`src/rtl/assert_macros.svh`:
```
// Assertion macros used by the parser core psp_back.
// The module that uses them provides clk and the active-low reset rst_n.
`ifndef ASSERT_MACROS_SVH
`define ASSERT_MACROS_SVH

// The consequent must hold in the same cycle as the antecedent.
`define PSP_ASSERT_SAME(lbl, ante, cons, msg) \
    lbl: assert property (@(posedge clk) disable iff (!rst_n) (ante) |-> (cons)) \
        else $error(msg);

// The consequent must hold in the cycle after the antecedent.
`define PSP_ASSERT_NEXT(lbl, ante, cons, msg) \
    lbl: assert property (@(posedge clk) disable iff (!rst_n) (ante) |=> (cons)) \
        else $error(msg);

`endif

```
`src/rtl/psp_pkg.sv`:
```
// Types and constants shared by the PPM stream parser modules.
// No dependencies.
`timescale 1ns / 1ps

package psp_pkg;

    // Parser phases.
    typedef enum logic [2:0] {
        PH_FORMAT = 3'd0,
        PH_WIDTH  = 3'd1,
        PH_HEIGHT = 3'd2,
        PH_MAXVAL = 3'd3,
        PH_DATA   = 3'd4,
        PH_ERROR  = 3'd5
    } psp_phase_t;

    // Result kinds as seen on the output tuser.
    typedef enum logic [2:0] {
        KIND_FORMAT = 3'd0,
        KIND_WIDTH  = 3'd1,
        KIND_HEIGHT = 3'd2,
        KIND_MAXVAL = 3'd3,
        KIND_SAMPLE = 3'd4,
        KIND_ERROR  = 3'd5
    } psp_kind_t;

    // Character codes.
    localparam logic [7:0] CH_HASH  = 8'h23;
    localparam logic [7:0] CH_SPACE = 8'h20;
    localparam logic [7:0] CH_LF    = 8'h0A;
    localparam logic [7:0] CH_CR    = 8'h0D;
    localparam logic [7:0] CH_ZERO  = 8'h30;
    localparam logic [7:0] CH_NINE  = 8'h39;

    // Accepted format tokens, first character in the upper byte.
    localparam logic [15:0] FMT_P3 = 16'h5033;
    localparam logic [15:0] FMT_P6 = 16'h5036;

    // Format values reported for each format.
    localparam logic [15:0] FMT_VALUE_P3 = 16'd3;
    localparam logic [15:0] FMT_VALUE_P6 = 16'd6;

    // Decoupling queue between the classifier and the parser.
    localparam int QUEUE_DEPTH = 2;
    localparam int QUEUE_PTR_W = 1;
    localparam int QUEUE_CNT_W = 2;

    // One classified input byte.
    typedef struct packed {
        logic [7:0] data;
        logic [3:0] digit;
        logic       is_digit;
        logic       is_sep;
        logic       is_hash;
        logic       is_lf;
        logic       eof;
    } psp_word_t;

endpackage

```
`src/rtl/psp_front.sv`:
```
// Input stage of the PPM stream parser: accepts bytes and classifies them.
// Depends on psp_pkg.
`timescale 1ns / 1ps

module psp_front
(
    input  logic              clk,
    input  logic              rst_n,
    input  logic              in_valid,
    output logic              in_ready,
    input  logic [7:0]        in_data,
    input  logic              in_last,
    output logic              word_valid,
    input  logic              word_ready,
    output psp_pkg::psp_word_t word
);
    import psp_pkg::*;

    logic      valid_reg;
    logic      valid_next;
    psp_word_t word_reg;
    psp_word_t word_next;

    // Take a new byte whenever the held word is empty or moves on this cycle.
    assign in_ready   = !valid_reg || word_ready;
    assign word_valid = valid_reg;
    assign word       = word_reg;

    // Classify the incoming byte.
    always_comb
    begin
        word_next.data     = in_data;
        word_next.digit    = 4'(in_data - CH_ZERO);
        word_next.is_digit = (in_data >= CH_ZERO) && (in_data <= CH_NINE);
        word_next.is_sep   = (in_data == CH_SPACE) || (in_data == CH_LF)
                             || (in_data == CH_CR);
        word_next.is_hash  = (in_data == CH_HASH);
        word_next.is_lf    = (in_data == CH_LF);
        word_next.eof      = in_last;
    end

    always_comb
    begin
        valid_next = valid_reg;
        if (in_valid && in_ready)
        begin
            valid_next = 1'b1;
        end
        else if (word_ready)
        begin
            valid_next = 1'b0;
        end
    end

    always_ff @(posedge clk or negedge rst_n)
    begin
        if (!rst_n)
        begin
            valid_reg <= 1'b0;
        end
        else
        begin
            valid_reg <= valid_next;
        end
    end

    // The payload register needs no reset.
    always_ff @(posedge clk)
    begin
        if (in_valid && in_ready)
        begin
            word_reg <= word_next;
        end
    end

endmodule

```
`src/rtl/psp_queue.sv`:
```
// Short queue of classified words between the classifier and the parser.
// Depends on psp_pkg.
`timescale 1ns / 1ps

module psp_queue
(
    input  logic              clk,
    input  logic              rst_n,
    input  logic              push_valid,
    output logic              push_ready,
    input  psp_pkg::psp_word_t push_word,
    output logic              pop_valid,
    input  logic              pop_ready,
    output psp_pkg::psp_word_t pop_word
);
    import psp_pkg::*;

    psp_word_t                entry_reg [QUEUE_DEPTH];
    logic [QUEUE_PTR_W-1:0]   wr_ptr_reg;
    logic [QUEUE_PTR_W-1:0]   wr_ptr_next;
    logic [QUEUE_PTR_W-1:0]   rd_ptr_reg;
    logic [QUEUE_PTR_W-1:0]   rd_ptr_next;
    logic [QUEUE_CNT_W-1:0]   count_reg;
    logic [QUEUE_CNT_W-1:0]   count_next;
    logic                     push;
    logic                     pop;

    assign push_ready = (count_reg != QUEUE_CNT_W'(QUEUE_DEPTH));
    assign pop_valid  = (count_reg != '0);
    assign pop_word   = entry_reg[rd_ptr_reg];
    assign push       = push_valid && push_ready;
    assign pop        = pop_valid && pop_ready;

    // Pointer and fill count update.
    always_comb
    begin
        wr_ptr_next = wr_ptr_reg;
        rd_ptr_next = rd_ptr_reg;
        count_next  = count_reg;
        if (push)
        begin
            wr_ptr_next = (wr_ptr_reg == QUEUE_PTR_W'(QUEUE_DEPTH - 1)) ? '0
                          : wr_ptr_reg + 1'b1;
        end
        if (pop)
        begin
            rd_ptr_next = (rd_ptr_reg == QUEUE_PTR_W'(QUEUE_DEPTH - 1)) ? '0
                          : rd_ptr_reg + 1'b1;
        end
        if (push && !pop)
        begin
            count_next = count_reg + 1'b1;
        end
        else if (pop && !push)
        begin
            count_next = count_reg - 1'b1;
        end
    end

    always_ff @(posedge clk or negedge rst_n)
    begin
        if (!rst_n)
        begin
            wr_ptr_reg <= '0;
            rd_ptr_reg <= '0;
            count_reg  <= '0;
        end
        else
        begin
            wr_ptr_reg <= wr_ptr_next;
            rd_ptr_reg <= rd_ptr_next;
            count_reg  <= count_next;
        end
    end

    // Entry storage.
    always_ff @(posedge clk)
    begin
        if (push)
        begin
            entry_reg[wr_ptr_reg] <= push_word;
        end
    end

endmodule

```
`src/rtl/psp_back.sv`:
```
// Parser core of the PPM stream parser: header tokens, format check and
// image samples, with the output register. Depends on psp_pkg and
// assert_macros.svh.
`timescale 1ns / 1ps

`include "assert_macros.svh"

module psp_back
#(
    parameter int HEADER_VALUE_BITS = 16
)
(
    input  logic              clk,
    input  logic              rst_n,
    input  logic              word_valid,
    output logic              word_ready,
    input  psp_pkg::psp_word_t word,
    output logic              res_valid,
    input  logic              res_ready,
    output psp_pkg::psp_kind_t res_kind,
    output logic [15:0]       res_value,
    output logic              res_last
);
    import psp_pkg::*;

    // Header numbers never exceed 16 bits; the accumulator width follows.
    localparam int ACC_W = (HEADER_VALUE_BITS < 16) ? HEADER_VALUE_BITS : 16;
    localparam int WIDE_W = ACC_W + 4;
    localparam logic [WIDE_W-1:0] HDR_LIMIT = {4'b0, {ACC_W{1'b1}}};

    psp_phase_t         phase_reg, phase_next;
    logic [ACC_W-1:0]   acc_reg, acc_next;
    logic               open_reg, open_next;
    logic               comment_reg, comment_next;
    logic [15:0]        chars_reg, chars_next;
    logic [1:0]         len_reg, len_next;
    logic               ascii_reg, ascii_next;
    logic               stopped_reg, stopped_next;

    logic               out_valid_reg, out_valid_next;
    psp_kind_t          out_kind_reg;
    logic [15:0]        out_value_reg;
    logic               out_last_reg;

    logic               pop;
    logic               do_close;
    logic               emit;
    psp_kind_t          emit_kind;
    logic [15:0]        emit_value;
    logic [WIDE_W-1:0]  acc_x10;

    assign word_ready = !out_valid_reg || res_ready;
    assign pop        = word_valid && word_ready;

    // Multiply-by-ten accumulate with the new digit.
    assign acc_x10 = ({4'b0, acc_reg} << 3) + ({4'b0, acc_reg} << 1)
                     + WIDE_W'(word.digit);

    // Per-word parsing step.
    always_comb
    begin
        phase_next   = phase_reg;
        acc_next     = acc_reg;
        open_next    = open_reg;
        comment_next = comment_reg;
        chars_next   = chars_reg;
        len_next     = len_reg;
        ascii_next   = ascii_reg;
        stopped_next = stopped_reg;
        do_close     = 1'b0;
        emit         = 1'b0;
        emit_kind    = KIND_SAMPLE;
        emit_value   = 16'd0;

        if (pop)
        begin
            if (phase_reg == PH_ERROR)
            begin
                // Everything up to the end of the file is dropped.
            end
            else if (phase_reg == PH_DATA)
            begin
                if (!ascii_reg)
                begin
                    emit       = 1'b1;
                    emit_value = {8'd0, word.data};
                end
                else if (word.is_digit)
                begin
                    acc_next  = ACC_W'(acc_x10);
                    open_next = 1'b1;
                    if (word.eof)
                    begin
                        emit       = 1'b1;
                        emit_value = {8'd0, acc_x10[7:0]};
                    end
                end
                else if (open_reg)
                begin
                    emit       = 1'b1;
                    emit_value = {8'd0, acc_reg[7:0]};
                    open_next  = 1'b0;
                    acc_next   = '0;
                end
            end
            else if (comment_reg)
            begin
                if (word.is_lf)
                begin
                    comment_next = 1'b0;
                end
            end
            else if (word.is_hash)
            begin
                comment_next = 1'b1;
                do_close     = open_reg;
            end
            else if (word.is_sep)
            begin
                do_close = open_reg;
            end
            else
            begin
                open_next = 1'b1;
                if (phase_reg == PH_FORMAT)
                begin
                    chars_next = {chars_reg[7:0], word.data};
                    if (len_reg != 2'd3)
                    begin
                        len_next = len_reg + 2'd1;
                    end
                end
                else if (!stopped_reg && word.is_digit)
                begin
                    acc_next = (acc_x10 > HDR_LIMIT) ? ACC_W'(HDR_LIMIT)
                               : ACC_W'(acc_x10);
                end
                else
                begin
                    stopped_next = 1'b1;
                end
                do_close = word.eof;
            end

            // Close the open header token with the values updated above.
            if (do_close)
            begin
                emit = 1'b1;
                unique case (phase_reg)
                    PH_FORMAT:
                    begin
                        if (len_next == 2'd2 && chars_next == FMT_P3)
                        begin
                            ascii_next = 1'b1;
                            phase_next = PH_WIDTH;
                            emit_kind  = KIND_FORMAT;
                            emit_value = FMT_VALUE_P3;
                        end
                        else if (len_next == 2'd2 && chars_next == FMT_P6)
                        begin
                            ascii_next = 1'b0;
                            phase_next = PH_WIDTH;
                            emit_kind  = KIND_FORMAT;
                            emit_value = FMT_VALUE_P6;
                        end
                        else
                        begin
                            phase_next = PH_ERROR;
                            emit_kind  = KIND_ERROR;
                            emit_value = 16'd0;
                        end
                    end
                    PH_WIDTH:
                    begin
                        phase_next = PH_HEIGHT;
                        emit_kind  = KIND_WIDTH;
                        emit_value = 16'(acc_next);
                    end
                    PH_HEIGHT:
                    begin
                        phase_next = PH_MAXVAL;
                        emit_kind  = KIND_HEIGHT;
                        emit_value = 16'(acc_next);
                    end
                    PH_MAXVAL:
                    begin
                        phase_next = PH_DATA;
                        emit_kind  = KIND_MAXVAL;
                        emit_value = 16'(acc_next);
                    end
                    default:
                    begin
                        phase_next = phase_reg;
                    end
                endcase
                open_next    = 1'b0;
                acc_next     = '0;
                stopped_next = 1'b0;
                chars_next   = '0;
                len_next     = '0;
            end

            // The last byte of a file brings the parser back to its start.
            if (word.eof)
            begin
                phase_next   = PH_FORMAT;
                acc_next     = '0;
                open_next    = 1'b0;
                comment_next = 1'b0;
                chars_next   = '0;
                len_next     = '0;
                ascii_next   = 1'b0;
                stopped_next = 1'b0;
            end
        end
    end

    // Output register: loaded when a popped word emits a result, drained by the sink.
    always_comb
    begin
        out_valid_next = out_valid_reg;
        if (pop)
        begin
            out_valid_next = emit;
        end
        else if (res_ready)
        begin
            out_valid_next = 1'b0;
        end
    end

    always_ff @(posedge clk or negedge rst_n)
    begin
        if (!rst_n)
        begin
            phase_reg     <= PH_FORMAT;
            acc_reg       <= '0;
            open_reg      <= 1'b0;
            comment_reg   <= 1'b0;
            chars_reg     <= '0;
            len_reg       <= '0;
            ascii_reg     <= 1'b0;
            stopped_reg   <= 1'b0;
            out_valid_reg <= 1'b0;
        end
        else
        begin
            phase_reg     <= phase_next;
            acc_reg       <= acc_next;
            open_reg      <= open_next;
            comment_reg   <= comment_next;
            chars_reg     <= chars_next;
            len_reg       <= len_next;
            ascii_reg     <= ascii_next;
            stopped_reg   <= stopped_next;
            out_valid_reg <= out_valid_next;
        end
    end

    always_ff @(posedge clk)
    begin
        if (pop && emit)
        begin
            out_kind_reg  <= emit_kind;
            out_value_reg <= emit_value;
            out_last_reg  <= word.eof;
        end
    end

    assign res_valid = out_valid_reg;
    assign res_kind  = out_kind_reg;
    assign res_value = out_value_reg;
    assign res_last  = out_last_reg;

    // A word is never taken while a result is stalled at the output.
    `PSP_ASSERT_SAME(a_no_overwrite, pop, !(out_valid_reg && !res_ready), "result overwritten")
    // The final byte of a file always leaves the parser at its start.
    `PSP_ASSERT_NEXT(a_eof_restart, pop && word.eof, phase_reg == PH_FORMAT && !open_reg, "no restart after end of file")
    // Nothing is emitted for bytes that follow a bad format.
    `PSP_ASSERT_SAME(a_error_quiet, pop && phase_reg == PH_ERROR, !emit, "output after format error")

endmodule

```
`src/rtl/ppm_stream_parser.sv`:
```
// Top level of the PPM stream parser.
// Depends on psp_pkg, psp_front, psp_queue and psp_back.
`timescale 1ns / 1ps

// Parses a P3 or P6 PPM file fed one byte per word on the input stream and
// reports the format, width, height and maxval, then one sample per image
// value. tuser carries the kind of each result (0 format, 1 width, 2 height,
// 3 maxval, 4 sample, 5 format error); tlast marks the result caused by the
// byte that carried tlast on the input, after which the parser expects a new
// file. The block takes one byte every clock cycle while m_tready stays high;
// each byte passes the input register, the two-entry queue and the output
// register before its result leaves. Header values saturate at
// 2^HEADER_VALUE_BITS - 1 and at most 65535.
module ppm_stream_parser
#(
    parameter int HEADER_VALUE_BITS = 16
)
(
    input  logic        clk,
    input  logic        rst_n,
    input  logic        s_tvalid,
    output logic        s_tready,
    input  logic [7:0]  s_tdata,   // [7:0] data_byte
    input  logic        s_tlast,
    output logic        m_tvalid,
    input  logic        m_tready,
    output logic [15:0] m_tdata,   // [15:0] value
    output logic [2:0]  m_tuser,   // [2:0] kind
    output logic        m_tlast
);
    import psp_pkg::*;

    logic      front_valid;
    logic      front_ready;
    psp_word_t front_word;
    logic      queue_valid;
    logic      queue_ready;
    psp_word_t queue_word;
    psp_kind_t res_kind;

    // Byte intake and classification.
    psp_front u_front
    (
        .clk        (clk),
        .rst_n      (rst_n),
        .in_valid   (s_tvalid),
        .in_ready   (s_tready),
        .in_data    (s_tdata),
        .in_last    (s_tlast),
        .word_valid (front_valid),
        .word_ready (front_ready),
        .word       (front_word)
    );

    // Decoupling queue.
    psp_queue u_queue
    (
        .clk        (clk),
        .rst_n      (rst_n),
        .push_valid (front_valid),
        .push_ready (front_ready),
        .push_word  (front_word),
        .pop_valid  (queue_valid),
        .pop_ready  (queue_ready),
        .pop_word   (queue_word)
    );

    // Parser core and output register.
    psp_back
    #(
        .HEADER_VALUE_BITS (HEADER_VALUE_BITS)
    )
    u_back
    (
        .clk        (clk),
        .rst_n      (rst_n),
        .word_valid (queue_valid),
        .word_ready (queue_ready),
        .word       (queue_word),
        .res_valid  (m_tvalid),
        .res_ready  (m_tready),
        .res_kind   (res_kind),
        .res_value  (m_tdata),
        .res_last   (m_tlast)
    );

    assign m_tuser = res_kind;

endmodule
```
`config.mk`:
```
export PLATFORM = sky130hd
export DESIGN_NAME = ppm_stream_parser
export DESIGN_NICKNAME = d
export VERILOG_FILES = /design/src/rtl/psp_pkg.sv /design/src/rtl/psp_front.sv /design/src/rtl/psp_queue.sv /design/src/rtl/psp_back.sv /design/src/rtl/ppm_stream_parser.sv
export VERILOG_INCLUDE_DIRS = /design/src /design/src/rtl
export SDC_FILE = /design/constraint.sdc
export NUM_CORES = 1
export LEC_CHECK = 0
export BUFFER_PORTS_ARGS = -buffer_cell sky130_fd_sc_hd__buf_2
export CAP_MARGIN = 10
export CORE_MARGIN = 2
export CORE_UTILIZATION = 64
export CTS_BUF_LIST = sky130_fd_sc_hd__clkbuf_2 sky130_fd_sc_hd__clkbuf_4 sky130_fd_sc_hd__clkbuf_8
export CTS_CLUSTER_SIZE = 16
export DETAILED_ROUTE_END_ITERATION = 10
export GPL_TIMING_DRIVEN = 0
export HOLD_SLACK_MARGIN = 0.08
export PLACE_DENSITY = 0.83
export SYNTH_ARGS = -nofsm -noshare
export SYNTH_HDL_FRONTEND = slang
export SYNTH_SLANG_ARGS = --single-unit
```
`constraint.sdc`:
```
create_clock -name clk -period 6.2 [get_ports clk]
set_input_delay 0.62 -clock clk [delete_from_list [all_inputs] [get_ports clk]]
set_output_delay 0.62 -clock clk [all_outputs]
set_load 0.01 [all_outputs]
```
==> flow_summary.ini <==
[floorplan]
die_x_um = 103
die_h_um = 103
core_mm2 = 0.00959
pin_count = 35
start_util = 0.650
dieArea_mm2 = 0.0106
row_count = 36

[yosys]
synth-compound-area-share = 0.219
ys_warn_count = 0
synth_nets = 668
synth_xor_area_frac = 0.0253
yosys.area_share.simple = 0.157
synth_seq_cells = 106
synth_top_family_by_area = compound AO/OA/AOI/OAI gates
async_flop_share = 0.443
synth.distinct_cells = 67
synth-edff-count = 59
synth_cells = 621
synth_area_per_cell_um2 = 10.0
yosys-mux-area-fraction = 0.0281
synthAdderAreaFrac = 0.0706
syn-cell-area_mm2 = 0.00624
synthFlopType = edfxtp_1
seq_area_frac_synth = 0.473

[power_and_ir_drop]
p_leak_nw = 2.84
pwr-share-clk = 0.137
comb_power_share = 0.513
p_sw_mw = 1.58
pwr-share-seq = 0.350
p_int_mw = 1.75
p_sw_frac = 0.474
power_density_mw_per_mm2 = 488
ir_drop_v = 0.000253

[flow_run]
maxCapViolations = 0

[global_routing]
use_met2 = 0.543
met3_usage = 0.0617
grt_max_degree = 48
grt_pass1_vias = 5099
grt_pass1_wl_mm = 26.0
grt_use_total = 0.331
grt_busiest_layer = met2
gr-total-overflow = 0
use_met1 = 0.424
antenna_found_initial = 0

[setup_path]
crit_fanout = 10
endpoint_kind = flip-flop
path_class = flip-flop to flip-flop
worst_ep_required_time_ps = 6310
arrival_ps = 5420
worstSetupStartpointType = flip-flop

[sta]
max_freq_mhz = 188
skew_ps = 14.0
rsz0062_at_grt = false
tightestPinTransition_ps = 1120
hold_viol = 0
fin_crit_ps = 5310
timing.final.ws_setup_ps = 889
finalMaxSlewViolations = 0
max_slew_margin = 0.250
period_share = 0.857
finalSetupViolations = 0
setup_tns_ps = 0
fin_hold_ws_ps = 210

[clock_network]
numCtsBuffers = 9
cts-resized-gates = 0
cts.sinks = 106
holdBufCountCts = 0
postCtsSetupBuffers = 0
root_buffer = clkbuf_8
cts_tree = built
clk_pin_slew_ps = 110
clock_latency_ps = 380
cts_max_path_buffers = 2
h-tree-depth = 3

[route]
wl_per_cell_um = 20.7
first_pass_iters = 7
num_vias = 5431
drtIter0Drc = 652
drc = 0
routed_wirelength_mm = 16.7
ant_nets = 0
via_per_inst = 6.73

[layout]
largest_register_ffs = 26
fin_nets = 716
drive_above_1_share = 0.114
num_antenna_cells = 0
fill_cells = 737
final_cells = 807
syn_to_final_growth_pct = 9.45

[run_status]
status = complete, no violations

[placement]
pre_cts_slack_ps = 1020
numPortBuffers = 34
gp_congestion = 0.955
place_hpwl_mm = 12.2
dp.cells = 789

[worst_hold_path]
hp-class = input pin to async pin
## layer usage
layer / vias up / share of wire
met4: 0 / 0.044
met5: - / 0
li1: 2455 / -
met1: 2604 / 0.39
met2: 301 / 0.48
met3: 71 / 0.083
## layout make-up
type,count,area (um^2),area share
buffer,25,101,0.0148
tap,133,166,0.0244
clock inverter,7,85.1,0.0125
sequential,106,2950,0.432
clock buffer,9,124,0.0181
inverter,19,71.3,0.0104
timing repair buffer,37,210,0.0308
multi-input combinational,471,3120,0.457
## cell usage after synthesis (4+ instances only)
cell | count | area [um^2]
a211oi_1 | 4 | 30.0
a21o_1 | 11 | 82.6
a21oi_1 | 55 | 275
a221oi_1 | 8 | 70.1
a22o_1 | 10 | 87.6
and2_1 | 6 | 37.5
and3_1 | 6 | 37.5
buf_2 | 6 | 30.0
clkbuf_1 | 19 | 71.3
dfrtp_1 | 47 | 1180
edfxtp_1 | 59 | 1770
ha_1 | 32 | 400
inv_1 | 19 | 71.3
mux2_2 | 4 | 45.0
mux2i_1 | 13 | 130
nand2_1 | 56 | 210
nand2b_1 | 11 | 68.8
nand3_1 | 13 | 65.1
nand4_1 | 5 | 31.3
nor2_1 | 47 | 176
nor2b_1 | 7 | 43.8
nor3_1 | 13 | 65.1
nor4_1 | 8 | 50.1
o211ai_1 | 9 | 67.6
o21ai_0 | 56 | 280
o22ai_1 | 8 | 50.1
o31ai_1 | 4 | 30.0
xnor2_1 | 11 | 96.3
xor2_1 | 7 | 61.3
## per-stage QoR
step / util / cell area [um^2] / total power, mW
after floorplan: - / 6240 / 2.27
after global placement: 0.685 / 6570 / 2.77
after detailed placement: 0.687 / 6590 / 2.83
after CTS: 0.709 / 6800 / 3.28
after global routing: 0.712 / 6830 / 3.52
final: 0.712 / 6830 / 3.33
## final timing paths
check                                      endpoint  slack (ps)                from  cells past startpoint
max                             u_back.res_value[7]         890  u_queue.rd_ptr_reg                     14
min                              u_back.acc_reg[13]         210               rst_n                      1
max reg2reg                     u_back.res_value[7]         890  u_queue.rd_ptr_reg                     14
min reg2reg                u_queue.entry_reg[0][14]         460    u_front.word[14]                      0
max in group asynchronous       u_back.chars_reg[9]        5430               rst_n                      2
min in group clk                    u_front.word[0]         410             s_tlast                      1
## layout by cell type, fill, tap and decap left out, types with 7 or more instances in the layout
master,count
dfrtp_1,47
a21o_1,11
a22o_1,10
buf_2,40
nor4_1,8
nor3_1,13
a221oi_1,8
nor2b_1,7
a21oi_1,55
xnor2_1,11
ha_1,32
nand3_1,13
edfxtp_1,59
mux2i_1,13
nand2b_1,11
clkbuf_8,9
clkbuf_1,19
o211ai_1,9
o22ai_1,8
nor2_1,47
nand2_1,56
inv_1,19
xor2_1,7
o21ai_0,56
## cells by family after synthesis
group	Yosys count
and+or+nand+nor	194
DFF	106
buffers and inverters	44
AOI/OAI and AO/OA	208
muxes	17
adders and majority gates	34
xor gates and xnor gates	18
## power groups by stage
stage | combinational [mW] | sequential [mW] | clock (mW)
2_1_floorplan | 1.12 | 1.16 | 0
3_3_place_gp | 1.60 | 1.17 | 0
3_5_place_dp | 1.65 | 1.18 | 0
4_1_cts | 1.66 | 1.16 | 0.456
5_1_grt | 1.85 | 1.19 | 0.482
6_report | 1.71 | 1.17 | 0.457
## critical path: stages (launching register included)
cell       delay (ps)
dfrtp_1           420
buf_2             270
buf_2             320
mux2i_1           470
fa_1              520
fa_1              470
and2b_1           250
o2111ai_2         170
a2111o_1          480
nand3_1           100
nor4b_4           520
o21ai_2           190
buf_2             250
nor4_1            430
o22ai_1           180
Note: power is estimated with default switching activity, not from simulation.
